==> src/trm_pkg.sv <==
// Shared types and constants for the tetraploid relationship matrix core.
// Used by every module of the block; depends on nothing else.

`default_nettype none

package trm_pkg;

  // Default store size in individuals; the top level hands it down.
  localparam int unsigned MAX_INDIVIDUALS_DEF = 64;

  // Fixed field widths of the ports.
  localparam int unsigned IDX_IN_W = 7;
  localparam int unsigned COL_W    = 6;
  localparam int unsigned VAL_W    = 21;
  localparam int unsigned RATE_W   = 17;

  // Stored value width, unsigned Q4.16 of four times the relationship.
  localparam int unsigned REL_W = 20;

  // Product of a parent sum (REL_W+1 bits) and 1-w (RATE_W bits).
  localparam int unsigned PROD_W = REL_W + 1 + RATE_W;

  // Diagonal numerator in Q.16 before the divide by six.
  localparam int unsigned DIV_W = 24;

  // Divide by six as a multiply by ceil(2^26/6) and a shift by 26. The
  // result is the exact floor for every numerator below 2^25.
  localparam logic [DIV_W-1:0] RECIP_SIX   = 24'd11184811;
  localparam int unsigned      RECIP_SHIFT = 26;

  localparam logic [RATE_W-1:0] ONE_Q16 = 17'h10000;
  localparam logic [REL_W-1:0]  REL_MAX = 20'hFFFFF;

  // Constant parts of the diagonal numerator, already in Q.16.
  localparam logic [DIV_W-1:0] BASE_TWO_PARENTS = 24'd262144;  // 4.0
  localparam logic [DIV_W-1:0] BASE_ONE_PARENT  = 24'd327680;  // 5.0
  localparam logic [DIV_W-1:0] ROUND_HALF_SIX   = 24'd3;       // half of 6 for rounding

  typedef enum logic [2:0] {
    ST_IDLE,
    ST_RD0,
    ST_RD1,
    ST_COLS,
    ST_DWAIT
  } trm_state_e;

  typedef struct packed {
    logic load_prod;
    logic has_s;
    logic has_d;
  } trm_arith_ctl_t;

endpackage

`default_nettype wire

==> src/trm_arith.sv <==
// Shared arithmetic: column halving, the diagonal product and a reciprocal divide by six.
// Depends on trm_pkg.

`default_nettype none

module trm_arith (
  input  wire logic                        clk_i,
  input  wire logic                        rst_ni,
  input  wire trm_pkg::trm_arith_ctl_t     ctl_i,
  input  wire logic [trm_pkg::RATE_W-1:0]  rate_i,
  input  wire logic [trm_pkg::REL_W-1:0]   rdata_a_i,
  input  wire logic [trm_pkg::REL_W-1:0]   rdata_b_i,
  output logic      [trm_pkg::REL_W-1:0]   col_value_o,
  output logic      [trm_pkg::REL_W-1:0]   diag_value_o,
  output logic                             diag_ready_o
);

  localparam int unsigned RecipW = 2 * trm_pkg::DIV_W;

  logic [trm_pkg::REL_W-1:0]    a_sel, b_sel;
  logic [trm_pkg::REL_W:0]      pair_sum, round_sum;
  logic [trm_pkg::RATE_W-1:0]   w_sat, omw;
  logic [trm_pkg::RATE_W:0]     founder_sum;
  logic [trm_pkg::PROD_W-1:0]   prod_q;
  logic                         stage_q;
  logic                         both, founder;
  logic [trm_pkg::DIV_W-1:0]    base_term, w8, w_term, sd_term, prod_term, dividend;
  logic [trm_pkg::DIV_W-1:0]    quo_q;
  logic [RecipW-1:0]            recip_prod;
  logic                         div_busy_q, founder_q;
  logic [trm_pkg::REL_W-1:0]    quo_sat;

  // An unknown parent contributes zero, so one adder serves every case.
  assign a_sel     = ctl_i.has_s ? rdata_a_i : '0;
  assign b_sel     = ctl_i.has_d ? rdata_b_i : '0;
  assign pair_sum  = {1'b0, a_sel} + {1'b0, b_sel};
  assign round_sum = pair_sum + {{trm_pkg::REL_W{1'b0}}, 1'b1};
  assign col_value_o = round_sum[trm_pkg::REL_W:1];

  assign w_sat       = (rate_i > trm_pkg::ONE_Q16) ? trm_pkg::ONE_Q16 : rate_i;
  assign omw         = trm_pkg::ONE_Q16 - w_sat;
  assign founder_sum = {1'b0, trm_pkg::ONE_Q16} + {1'b0, w_sat};

  assign both    = ctl_i.has_s & ctl_i.has_d;
  assign founder = ~ctl_i.has_s & ~ctl_i.has_d;

  // Numerator in Q.16 with the rounding term folded in; the low product bits
  // only matter through the floor, so dropping them is exact.
  assign base_term = both ? trm_pkg::BASE_TWO_PARENTS : trm_pkg::BASE_ONE_PARENT;
  assign w8        = trm_pkg::DIV_W'({w_sat, 3'b000});
  assign w_term    = ctl_i.has_s ? w8 : (w8 - trm_pkg::DIV_W'(w_sat));
  assign sd_term   = both ? (trm_pkg::DIV_W'({rdata_a_i, 1'b0}) + trm_pkg::DIV_W'(rdata_a_i))
                          : '0;
  assign prod_term = trm_pkg::DIV_W'(prod_q[trm_pkg::PROD_W-1:16]);
  assign dividend  = base_term + w_term + sd_term + trm_pkg::ROUND_HALF_SIX + prod_term;

  // The numerator stays below 2^23, well inside the exact range of the reciprocal.
  assign recip_prod = RecipW'(quo_q) * RecipW'(trm_pkg::RECIP_SIX);

  assign quo_sat = (quo_q[trm_pkg::DIV_W-1:trm_pkg::REL_W] != '0)
                 ? trm_pkg::REL_MAX : quo_q[trm_pkg::REL_W-1:0];
  assign diag_value_o = founder_q ? trm_pkg::REL_W'(founder_sum) : quo_sat;
  assign diag_ready_o = ~div_busy_q & ~stage_q & ~ctl_i.load_prod;

  always_ff @(posedge clk_i) begin
    if (ctl_i.load_prod) begin
      prod_q <= trm_pkg::PROD_W'(pair_sum) * trm_pkg::PROD_W'(omw);
    end
  end

  // The numerator is registered first, then replaced by its quotient.
  always_ff @(posedge clk_i or negedge rst_ni) begin
    if (!rst_ni) begin
      stage_q    <= 1'b0;
      div_busy_q <= 1'b0;
      founder_q  <= 1'b0;
      quo_q      <= '0;
    end else begin
      stage_q <= ctl_i.load_prod;
      if (stage_q) begin
        quo_q      <= dividend;
        founder_q  <= founder;
        div_busy_q <= ~founder;
      end else if (div_busy_q) begin
        quo_q      <= trm_pkg::DIV_W'(recip_prod[RecipW-1:trm_pkg::RECIP_SHIFT]);
        div_busy_q <= 1'b0;
      end
    end
  end

endmodule

`default_nettype wire

==> config.mk <==
export PLATFORM = sky130hd
export DESIGN_NAME = trm_arith
export DESIGN_NICKNAME = d
export VERILOG_FILES = /design/src/trm_pkg.sv /design/src/trm_arith.sv
export SDC_FILE = /design/constraint.sdc
export NUM_CORES = 2
export LEC_CHECK = 0
export ABC_AREA = 1
export BUFFER_PORTS_ARGS = -buffer_cell sky130_fd_sc_hd__clkbuf_2
export CAP_MARGIN = 10
export CORE_UTILIZATION = 32
export DETAILED_ROUTE_END_ITERATION = 6
export SLEW_MARGIN = 10
export SYNTH_ARGS = -nofsm -noshare
export SYNTH_HDL_FRONTEND = slang
export SYNTH_SLANG_ARGS = --single-unit
==> constraint.sdc <==
create_clock -name clk_i -period 6.7 [get_ports clk_i]
set_clock_uncertainty 0.2 [all_clocks]
set_input_delay 0 -clock clk_i [delete_from_list [all_inputs] [get_ports clk_i]]
set_output_delay 0 -clock clk_i [all_outputs]
set_load 0.01 [all_outputs]
==> summary.txt <==
Finish
  • Layout area overhead: 27.8%
  • Layout Nets: just under 6,000
  • Share of cells above drive strength 1: around 22%
  • Fillers: between 10,000 and 15,000
  • Final core occ: roughly 41%

Synth
  • Mux contribution to synthesized area: 0%
  • Post-synth EDFFs: 22
  • Synth top area share: about a third
  • Simple-Gate Fraction of Synth Area: between 20% and 30%
  • Synthesized Nets: 5,332
  • Commonest cells in the netlist: inv_1, nand2_1, fa_1
  • Top cells by area, synth: fa_1, ha_1, inv_1, nand2_1, nor2_1
  • Netlist cell types: 54
  • Synth warn: 0
  • Post-Synth XOR/XNOR Area: 1.50%
  • Count leader, synth: inv_1
  • Post-synth top flop: dfrtp_1
  • Asr flop ratio synth: between 50% and 60%
  • Cells after synthesis: about 4,300
  • Register area share after synthesis: around 4.2%
  • Synth Register Bits: about 50
  • Combinational family with the most area after synthesis: adder cells
  • Post-synthesis cell area: 31,900 sq um
  • Complex-gate fraction of the synthesized area: between 8 and 9%
  • Avg Cell Area, Syn: 7.45 sq um
  • Post-Synth Adder-Cell Area: between 50% and 60%
  • Post-synth top area cell: fa_1

Clock tree
  • Sinks on Clock Net: roughly 50
  • Root Buffer: clkbuf_16
  • Latest clock arrival within the worst-skew pair: 0.31 ns
  • Htree depth: 2
  • CTS tree: yes
  • CTS Buf Count: 5
  • Clock Path Buffers: 2
  • Clock-pin slew on the worst setup and hold paths: approximately 0.080 ns

Floorplanning
  • Chip height: 318 um
  • Core footprint: approximately 99,000 sq um
  • Starting Density: around 32%
  • Row cnt: around 120
  • Top-level I/O count: 103
  • Die X: about 320 um
  • Area of the die: between 100,000 and 150,000 sq um

STA
  • Pins Over Slew Limit: 0
  • Final Critical Period: ~6.6 ns
  • WHS: about 0.062 ns
  • Final setup vio count: 0
  • Final period utilization: 98.9%
  • Least-Margin Pin Slew: 1.14 ns
  • Slew margin rel.: about a quarter
  • Final hold vios: 0
  • Max Freq: around 150 MHz
  • Worst Setup Slack, final: a little under 0.08 ns
  • RSZ-0062 raised after global routing: yes

Critical path
  • Crit path DAT: 6.49 ns
  • Critical path launch point type: input pin
  • Crit-path max cell delay: 0.64 ns
  • R2r startpoint: quo_q[5]
  • Reg2Reg Depth: 18
  • WS Path Type: input pin to flip-flop
  • Worst-path fanout max: 6
  • FF-to-FF setup slack: ~0.31 ns
  • CP required: 6.56 ns
  • Worst R2R End: quo_q[17]
  • Setup crit end kind: flip-flop
  • Worst path slowest cell: fa_2

Global route
  • Vias in the first global route: around 30,000
  • Gr usage total: roughly 24%
  • Largest net degree at the start of global routing: 38
  • Gr ovfl total: 0
  • First-pass GRT wire length: 186 mm
  • Initial antenna violation count: 6

Detailed routing
  • Final WL: approximately 130 mm
  • 1st-pass router iterations: 6
  • Drt via density: approximately 5
  • Final antenna-violating net count: 0
  • Wire per inst: just over 20 um
  • Iteration-0 DRC Markers: around 2,600
  • Routed vias: slightly above 30,000
  • DRC violations left: 0

Placed design
  • DP HPWL: around 110 mm
  • Pre-CTS setup slack: -0.668 ns
  • Gpl congestion: 1.03
  • Port bufs: 102

Run
  • Number of max-cap violations: 0

Min path
  • Hold Path End: div_busy_q
  • Hold path cells: 4
  • Hold Path Class: input pin to flip-flop
  • Hold Startpoint: ctl_i[0]

Run status
  • Outcome: finished, final reports clean
## through the flow
step / instance area [sq um] / setup TNS [ns] / std cells
after floorplan: 32000 / -0.0199 / 4276
after global placement: 37900 / -10.05 / 6106
after detailed placement: 37900 / -11.05 / 6106
after CTS: 38400 / -0.00800 / 6121
after global routing: 40700 / -0.788 / 6196
final: 40700 / 0 / 6197
## layout by cell type (no fill, tap or decap), types with 7 or more instances in the layout
master	count
inv_1	1002
nand2_1	737
fa_1	511
buf_4	505
ha_1	433
nor2_1	324
nand3_1	190
a21oi_1	185
o21ai_0	158
clkbuf_2	84
nand2_2	80
inv_2	62
nand4_1	46
buf_6	44
buf_12	41
nand2_4	36
xor2_1	36
nor2_2	33
ha_4	32
nor2_4	31
dfrtp_1	26
edfxtp_1	22
nor3_1	20
a21oi_2	19
nand3_2	16
fa_2	16
nand3b_1	15
o21a_1	15
a21o_1	15
o21bai_1	15
clkbuf_16	15
or2_2	11
xnor2_1	10
o21ai_2	9
nor4_1	8
o21ai_1	7
## cell families after synthesis
kind of cell               Yosys count
and+or+nand+nor                   1569
buffers and inverters             1144
adders and majority gates          994
AOI/OAI and AO/OA                  467
xor gates and xnor gates            53
DFF                                 49
## registers in the layout (all words and copies together) (netlist names)
name / flops
quo_q: 24
prod_q: 22
div_busy_q: 1
founder_q: 1
stage_q: 1
## worst max-delay path by stage
| stage | end | slack [ns] | startpoint |
|---|---|---|---|
| floorplan | prod_q[33] | -0.02 | ctl_i[1] |
| global placement | prod_q[30] | -0.62 | ctl_i[0] |
| detailed placement | prod_q[26] | -0.67 | ctl_i[0] |
| CTS | prod_q[37] | -0.008 | ctl_i[1] |
| global route | prod_q[31] | -0.11 | ctl_i[1] |
| finish | prod_q[33] | 0.08 | ctl_i[1] |
## layout make-up
type | instances | area [sq um] | share of cell area, %
Inverter | 1081 | 4100 | 10.1
Clock buffer | 5 | 125 | 0.307
Sequential cell | 49 | 1340 | 3.28
Tap cell | 1287 | 1610 | 3.95
Multi-Input combinational cell | 3084 | 27700 | 68.0
Antenna cell | 1 | 2.50 | 0.00615
Timing Repair Buffer | 687 | 5810 | 14.3
Clock inverter | 3 | 21.3 | 0.0522
## routing by layer
layer,track usage [%],vias to the layer above,wire (um)
met2,38.7,1202,55500
met4,8.19,6,6400
met5,0,-,33
met1,34.1,14900,55100
met3,3.17,270,9640
li1,-,14400,-
## critical path: cells and delay by family
| family | cells | cell delay, ns |
|---|---|---|
| fa+ha+maj | 8 | 3.70 |
| buf+inv | 12 | 1.07 |
| simple gates | 7 | 0.84 |
| compound gates | 5 | 0.75 |
| xor+xnor | 1 | 0.10 |
## what timing repair did
action                     in CTS  in global routing
setup buffers                   6                 65
pin swaps                       8                129
cloned                          0                 12
hold buffers                    1                  0
setup endpoints to repair      22                 23
hold endpoints to repair       27                  0
resized for setup              62                418
Power is not shown: default switching activity piles up to over one toggle a cycle in this logic, so the estimate is an artifact.
