File: config.mk
export PLATFORM = sky130hd
export DESIGN_NAME = trm_ctrl
export DESIGN_NICKNAME = d
export VERILOG_FILES = /design/src/trm_pkg.sv /design/src/trm_ctrl.sv
export SDC_FILE = /design/constraint.sdc
export NUM_CORES = 1
export LEC_CHECK = 0
export BUFFER_PORTS_ARGS = -buffer_cell sky130_fd_sc_hd__buf_2
export CAP_MARGIN = 20
export CORE_MARGIN = 1
export CORE_UTILIZATION = 52
export CTS_CLUSTER_SIZE = 24
export DETAILED_ROUTE_END_ITERATION = 8
export HOLD_SLACK_MARGIN = 0.12
export PLACE_DENSITY_LB_ADDON = 0.1
export SLEW_MARGIN = 0
export SYNTH_ARGS = -nofsm -noshare
export SYNTH_HDL_FRONTEND = slang
export SYNTH_SLANG_ARGS = --single-unit
File: constraint.sdc
create_clock -name clk_i -period 3.54 [get_ports clk_i]
set_clock_uncertainty 0.1 [all_clocks]
set_input_delay 0.177 -clock clk_i [delete_from_list [all_inputs] [get_ports clk_i]]
set_output_delay 0.177 -clock clk_i [all_outputs]
set_load 0.03 [all_outputs]
File: src/trm_pkg.sv
// Shared types and constants for the tetraploid relationship matrix core.
// Used by every module of the block; depends on nothing else.

`default_nettype none

package trm_pkg;

  // Default store size in individuals; the top level hands it down.
  localparam int unsigned MAX_INDIVIDUALS_DEF = 64;

  // Fixed field widths of the ports.
  localparam int unsigned IDX_IN_W = 7;
  localparam int unsigned COL_W    = 6;
  localparam int unsigned VAL_W    = 21;
  localparam int unsigned RATE_W   = 17;

  // Stored value width, unsigned Q4.16 of four times the relationship.
  localparam int unsigned REL_W = 20;

  // Product of a parent sum (REL_W+1 bits) and 1-w (RATE_W bits).
  localparam int unsigned PROD_W = REL_W + 1 + RATE_W;

  // Diagonal numerator in Q.16 before the divide by six.
  localparam int unsigned DIV_W = 24;

  // Divide by six as a multiply by ceil(2^26/6) and a shift by 26. The
  // result is the exact floor for every numerator below 2^25.
  localparam logic [DIV_W-1:0] RECIP_SIX   = 24'd11184811;
  localparam int unsigned      RECIP_SHIFT = 26;

  localparam logic [RATE_W-1:0] ONE_Q16 = 17'h10000;
  localparam logic [REL_W-1:0]  REL_MAX = 20'hFFFFF;

  // Constant parts of the diagonal numerator, already in Q.16.
  localparam logic [DIV_W-1:0] BASE_TWO_PARENTS = 24'd262144;  // 4.0
  localparam logic [DIV_W-1:0] BASE_ONE_PARENT  = 24'd327680;  // 5.0
  localparam logic [DIV_W-1:0] ROUND_HALF_SIX   = 24'd3;       // half of 6 for rounding

  typedef enum logic [2:0] {
    ST_IDLE,
    ST_RD0,
    ST_RD1,
    ST_COLS,
    ST_DWAIT
  } trm_state_e;

  typedef struct packed {
    logic load_prod;
    logic has_s;
    logic has_d;
  } trm_arith_ctl_t;

endpackage

`default_nettype wire

File: src/trm_ctrl.sv
// Sequencer: takes an entry, reads parent values, streams the new row and the diagonal.
// Depends on trm_pkg.

`default_nettype none

module trm_ctrl #(
  parameter  int unsigned MAX_INDIVIDUALS = trm_pkg::MAX_INDIVIDUALS_DEF,
  localparam int unsigned IdxW            = $clog2(MAX_INDIVIDUALS)
) (
  input  wire logic                          clk_i,
  input  wire logic                          rst_ni,
  input  wire logic                          start_i,
  input  wire logic [trm_pkg::IDX_IN_W-1:0]  sire_i,
  input  wire logic [trm_pkg::IDX_IN_W-1:0]  dam_i,
  input  wire logic                          new_ped_i,
  output logic                               busy_o,
  output logic      [2*IdxW-1:0]             raddr_a_o,
  output logic      [2*IdxW-1:0]             raddr_b_o,
  output logic                               we_o,
  output logic      [2*IdxW-1:0]             waddr_o,
  output logic      [trm_pkg::REL_W-1:0]     wdata_o,
  input  wire logic [trm_pkg::REL_W-1:0]     col_value_i,
  input  wire logic [trm_pkg::REL_W-1:0]     diag_value_i,
  input  wire logic                          diag_ready_i,
  output trm_pkg::trm_arith_ctl_t            arith_ctl_o,
  output logic                               res_valid_o,
  output logic      [IdxW-1:0]               res_col_o,
  output logic      [trm_pkg::REL_W-1:0]     res_value_o,
  output logic                               res_flag_o,
  output logic                               res_full_o,
  output logic                               res_last_o
);

  localparam int unsigned CntW = $clog2(MAX_INDIVIDUALS + 1);
  localparam int unsigned CmpW = trm_pkg::IDX_IN_W + 1;

  trm_pkg::trm_state_e state_q, state_d;

  logic [CntW-1:0] count_q, count_d, count_eff;
  logic [IdxW-1:0] row_q, row_d, col_q, col_d, sire_q, sire_d, dam_q, dam_d;
  logic [IdxW-1:0] pipe_col_q, pipe_col_d;
  logic            pipe_vld_q, pipe_vld_d;
  logic            has_s_q, has_s_d, has_d_q, has_d_d, flag_q, flag_d;
  logic            res_vld_q, res_vld_d, res_flag_q, res_flag_d;
  logic            res_full_q, res_full_d, res_last_q, res_last_d;
  logic [IdxW-1:0] res_col_q, res_col_d;
  logic [trm_pkg::REL_W-1:0] res_val_q, res_val_d;

  logic            accept, full, last_col, diag_emit;
  logic            s_known, d_known, s_bad, d_bad;
  logic [trm_pkg::IDX_IN_W-1:0] sire_m1, dam_m1;
  logic [IdxW-1:0] sd_hi, sd_lo, cs_hi, cs_lo, cd_hi, cd_lo;

  assign busy_o    = (state_q != trm_pkg::ST_IDLE);
  assign accept    = start_i & ~busy_o;
  assign count_eff = new_ped_i ? '0 : count_q;
  assign full      = (count_eff == CntW'(MAX_INDIVIDUALS));

  assign s_known = (sire_i != '0);
  assign d_known = (dam_i != '0);
  assign s_bad   = s_known & ({1'b0, sire_i} > CmpW'(count_eff));
  assign d_bad   = d_known & ({1'b0, dam_i} > CmpW'(count_eff));
  assign sire_m1 = sire_i - trm_pkg::IDX_IN_W'(1);
  assign dam_m1  = dam_i - trm_pkg::IDX_IN_W'(1);

  assign last_col  = (col_q == row_q - IdxW'(1));
  assign diag_emit = (state_q == trm_pkg::ST_DWAIT) & diag_ready_i & ~pipe_vld_q;

  // Only the lower triangle is kept, so every read goes to (larger, smaller).
  assign sd_hi = (sire_q > dam_q) ? sire_q : dam_q;
  assign sd_lo = (sire_q > dam_q) ? dam_q : sire_q;
  assign cs_hi = (col_q > sire_q) ? col_q : sire_q;
  assign cs_lo = (col_q > sire_q) ? sire_q : col_q;
  assign cd_hi = (col_q > dam_q) ? col_q : dam_q;
  assign cd_lo = (col_q > dam_q) ? dam_q : col_q;

  always_comb begin
    state_d = state_q;
    unique case (state_q)
      trm_pkg::ST_IDLE: begin
        if (accept && !full) begin
          state_d = trm_pkg::ST_RD0;
        end
      end
      trm_pkg::ST_RD0: begin
        state_d = trm_pkg::ST_RD1;
      end
      trm_pkg::ST_RD1: begin
        state_d = (row_q == '0) ? trm_pkg::ST_DWAIT : trm_pkg::ST_COLS;
      end
      trm_pkg::ST_COLS: begin
        if (last_col) begin
          state_d = trm_pkg::ST_DWAIT;
        end
      end
      trm_pkg::ST_DWAIT: begin
        if (diag_emit) begin
          state_d = trm_pkg::ST_IDLE;
        end
      end
      default: begin
        state_d = trm_pkg::ST_IDLE;
      end
    endcase
  end

  always_comb begin
    count_d    = count_q;
    row_d      = row_q;
    col_d      = col_q;
    sire_d     = sire_q;
    dam_d      = dam_q;
    has_s_d    = has_s_q;
    has_d_d    = has_d_q;
    flag_d     = flag_q;
    pipe_vld_d = (state_q == trm_pkg::ST_COLS);
    pipe_col_d = col_q;
    res_vld_d  = 1'b0;
    res_col_d  = res_col_q;
    res_val_d  = res_val_q;
    res_flag_d = res_flag_q;
    res_full_d = res_full_q;
    res_last_d = res_last_q;
    we_o       = 1'b0;
    waddr_o    = {row_q, pipe_col_q};
    wdata_o    = col_value_i;

    unique case (state_q)
      trm_pkg::ST_RD0: begin
        raddr_a_o = {sire_q, sire_q};
        raddr_b_o = {dam_q, dam_q};
      end
      trm_pkg::ST_RD1: begin
        raddr_a_o = {sd_hi, sd_lo};
        raddr_b_o = {sd_hi, sd_lo};
      end
      default: begin
        raddr_a_o = {cs_hi, cs_lo};
        raddr_b_o = {cd_hi, cd_lo};
      end
    endcase

    if (accept) begin
      col_d = '0;
      if (full) begin
        count_d    = count_eff;
        res_vld_d  = 1'b1;
        res_col_d  = '0;
        res_val_d  = '0;
        res_flag_d = 1'b0;
        res_full_d = 1'b1;
        res_last_d = 1'b1;
      end else begin
        count_d = count_eff + CntW'(1);
        row_d   = count_eff[IdxW-1:0];
        has_s_d = s_known & ~s_bad;
        has_d_d = d_known & ~d_bad;
        flag_d  = s_bad | d_bad;
        sire_d  = has_s_d ? sire_m1[IdxW-1:0] : '0;
        dam_d   = has_d_d ? dam_m1[IdxW-1:0] : '0;
      end
    end

    if (state_q == trm_pkg::ST_COLS) begin
      col_d = col_q + IdxW'(1);
    end

    // Each column of the row is written in the cycle after its reads were issued, and its beat is registered.
    if (pipe_vld_q) begin
      we_o       = 1'b1;
      res_vld_d  = 1'b1;
      res_col_d  = pipe_col_q;
      res_val_d  = col_value_i;
      res_flag_d = flag_q;
      res_full_d = 1'b0;
      res_last_d = 1'b0;
    end else if (diag_emit) begin
      we_o       = 1'b1;
      waddr_o    = {row_q, row_q};
      wdata_o    = diag_value_i;
      res_vld_d  = 1'b1;
      res_col_d  = row_q;
      res_val_d  = diag_value_i;
      res_flag_d = flag_q;
      res_full_d = 1'b0;
      res_last_d = 1'b1;
    end
  end

  assign arith_ctl_o.load_prod = (state_q == trm_pkg::ST_RD1);
  assign arith_ctl_o.has_s     = has_s_q;
  assign arith_ctl_o.has_d     = has_d_q;

  assign res_valid_o = res_vld_q;
  assign res_col_o   = res_col_q;
  assign res_value_o = res_val_q;
  assign res_flag_o  = res_flag_q;
  assign res_full_o  = res_full_q;
  assign res_last_o  = res_last_q;

  always_ff @(posedge clk_i or negedge rst_ni) begin
    if (!rst_ni) begin
      state_q    <= trm_pkg::ST_IDLE;
      count_q    <= '0;
      row_q      <= '0;
      col_q      <= '0;
      sire_q     <= '0;
      dam_q      <= '0;
      has_s_q    <= 1'b0;
      has_d_q    <= 1'b0;
      flag_q     <= 1'b0;
      pipe_vld_q <= 1'b0;
      res_vld_q  <= 1'b0;
    end else begin
      state_q    <= state_d;
      count_q    <= count_d;
      row_q      <= row_d;
      col_q      <= col_d;
      sire_q     <= sire_d;
      dam_q      <= dam_d;
      has_s_q    <= has_s_d;
      has_d_q    <= has_d_d;
      flag_q     <= flag_d;
      pipe_vld_q <= pipe_vld_d;
      res_vld_q  <= res_vld_d;
    end
  end

  always_ff @(posedge clk_i) begin
    pipe_col_q <= pipe_col_d;
    res_col_q  <= res_col_d;
    res_val_q  <= res_val_d;
    res_flag_q <= res_flag_d;
    res_full_q <= res_full_d;
    res_last_q <= res_last_d;
  end

endmodule

`default_nettype wire

==> impl_metrics.csv <==
group,metric,value,unit
status,status,"completed",
timing,clock.fmax,315,MHz
timing,layout_setup_ws,0.370,ns
cells_and_area,layout-drive-gt1-share,0.324,
critical_path,critPathTopFamily,"simple AND/OR/NAND/NOR gates",
yosys,yosysTopAreaCellShare,0.198,
pwr,ir_worst_vdd,473,uV
route,wl_met3,758,um
cells_and_area,area_delta_synth_final,30.7,%
clock_network,clock_path_buffers,2,
cells_and_area,antenna_cells,0,
clock_network,clk_latency,0.35,ns
worst_hold_path,worstHoldStart,"start_i",
floorplan,core-area,9200,um^2
grt,grt_pass1_vias,4438,
grt,grt_overflow,0,
yosys,ys_types,66,
yosys,ys_top_cells_by_area,"dfrtp_1 (20%), edfxtp_1 (16%), ha_1 (9.7%)",
placement,port_buffers,149,
cells_and_area,design_area,6440,um^2
cells_and_area,final_util,0.700,
critical_path,cp-startpoint,"col_q[4]",
critical_path,cpMaxStageDelayCell,"dfrtp_1",
route,top_layer,"met4",
critical_path,max_stage_delay,0.62,ns
timing,worst_pin_slew,0.908,ns
placement,place_area,5710,um^2
critical_path,crit_path_end_kind,"output pin",
pwr,p_leak,3.09,nW
floorplan,initial_core_util,0.536,
route,vias,4579,
critical_path,arrival,2.89,ns
critical_path,reg2reg_from,"state_q[0]",
cells_and_area,fin_nets,772,
route,wl_met2,6840,um
clock_network,cts_setup_buffers,0,
grt,antenna_found_initial,0,
route,route.detailed.drc,0,
floorplan,die_y,99.3,um
route,post_drt_via_cell_ratio,5.79,
route,wl_per_cell,17.5,um
grt,grt_pass1_wl,21800,um
cells_and_area,final_common_cell,"buf_2",
timing,grt_setup_unrepaired,"false",
clock_network,cts.htree.levels,3,
clock_network,cts_tree,"yes",
floorplan,io-pin-count,150,
floorplan,num_rows,35,
route,wl_met1,6000,um
route,drt_first_pass_iters,4,
yosys,async_flop_share,0.527,
route,dr.first_iter.drc_count,287,
timing,setup_viol,0,
yosys,synth-edff-count,27,
yosys,yosysWarnings,0,
placement,dp.cells,724,
critical_path,crit_chain,"ha_1 > and4_1 > and3_4 > a31oi_4 > nor2b_1 > a22o_1 > a21o_1 > buf_2",
timing,hold_viol_final,0,
route,ant_nets,0,
pwr,power,5.51,mW
placement,globalplace.congestion,0.910,
clock_network,clock_sinks,74,
grt,gr-usage-all-layers,0.283,
worst_hold_path,hold_path.class,"in2reg",
yosys,syn_nets,580,
clock_network,clkTransAtPathRegs,0.08,ns
grt,grt_max_degree,40,
clock_network,clk_root_buffer_cell,"clkbuf_8",
timing,fin_tns_setup,0,ns
placement,dp_slack,0.791,ns
critical_path,path_buf_inv,1,
yosys,syn_area_per_cell,10.2,um^2
placement,dpl.hpwl,9790,um
run,maxCapViolCount,0,
yosys,synthFlopType,"dfrtp_1",
timing,period_share,0.895,
pwr,powerDensity,855,nW/um^2
timing,min_period,3.17,ns
floorplan,die-area,9870,um^2
clock_network,cts_buffers,9,
timing,slew_headroom,0.394,
yosys,synth-seq-cells,74,
critical_path,start_kind,"flip-flop",
cells_and_area,fin_cells,791,
yosys,netlist_area,4930,um^2
yosys,synth_top_area_cell,"dfrtp_1",
floorplan,die_w,99.3,um
timing,final_max_slew_viol_count,0,
yosys,seq_area_frac_synth,0.395,
critical_path,cp_max_fo,11,
route,totalWireLength,13800,um
cells_and_area,final_cell_mix,"buf_2 (149), dlygate4sd3_1 (51), dfrtp_1 (39), ha_1 (38), o21ai_0 (36)",
yosys,synthCells,483,
critical_path,critPathRequiredTime,3.26,ns
critical_path,worstSetupPathType,"reg2out",
timing,whs,0.149,ns
## area by class of cell
cell class	instances	area [um^2]
fillers	688	2760
clock buffers	10	128
well taps	111	139
clock inverters	6	91.3
inverters	30	113
repair buffers	208	1320
flip-flops and latches	74	1950
multi-input cells	352	2710
## per-layer routing
metal / GRT usage / vias up
met3: 0.0443 / 22
met5: 0 / -
met1: 0.367 / 2214
met4: 0.101 / 0
li1: - / 2183
met2: 0.480 / 160
## worst paths after layout
path	endpoint	slack, ns	cells after the start
setup / recovery	raddr_a_o[9]	0.37	8
hold reg to reg	res_full_o	0.35	2
setup reg to reg	res_value_o[15]	0.70	7
hold / removal	count_q[1]	0.15	4
min in group asynchronous	dam_q[1]	0.40	2
max in group asynchronous	row_q[2]	2.37	2
## sequential cells by signal (all words and copies together), names as in the netlist, 3 cells and up
name	flops
state_q	3
count_q	7
res_col_o	6
pipe_col_q	6
res_value_o	20
dam_q	6
col_q	6
sire_q	6
row_q	6
## synth_stat cells (2+ instances only)
cell type and count:
nor2_1 15, o22ai_1 6, inv_1 28, nor3_1 6
mux2_2 25, dfrtp_1 39, a22oi_1 18, nand4_1 5
dfxtp_1 8, clkbuf_1 7, ha_1 38, nor2b_1 9
a22o_1 32, o21ai_0 36, a21oi_1 17, o21ai_1 2
buf_6 3, o22ai_2 6, nand3_1 11, and3_1 4
buf_4 6, nand2_1 30, o31ai_1 4, a21o_1 12
xnor2_1 10, nand2b_1 11, a31oi_4 2, buf_2 11
and4_1 2, o21ai_2 2, o21bai_1 3, xor2_1 8
a31oi_1 4, a32o_1 3, edfxtp_1 27, or3_1 3
## repair_timing
action / in CTS / in global routing
hold endpoints to repair: 69 / 0
endpoints found under the setup margin: 0 / 0
hold buffers: 51 / 0
resized for setup: 0 / 0
## worst reg2reg max path, stage by stage, from the launching register on
cell and delay (ns):
dfrtp_1 0.56, nor3b_2 0.29, nand2_1 0.14, nor2_4 0.29
buf_4 0.45, buf_4 0.22, a22o_1 0.13, dlygate4sd3_1 0.55
## cell families after synthesis
| group | Yosys count | share of synthesized area |
|---|---|---|
| AOI/OAI and AO/OA | 156 | 0.232 |
| and+or+nand+nor | 113 | 0.128 |
| DFF | 74 | 0.395 |
| buffers and inverters | 57 | 0.0554 |
| adders and majority gates | 38 | 0.0965 |
| muxes | 27 | 0.0615 |
| xor gates and xnor gates | 18 | 0.0320 |
## power breakdown
group          total (mW)  switching, mW  internal [mW]  leakage [nW]
combinational        3.37           2.19           1.17          2.14
clock               0.733          0.333          0.400         0.110
sequential           1.41          0.251           1.16         0.837
total                5.51           2.78           2.73          3.09
(Power assumes the default switching activity.)
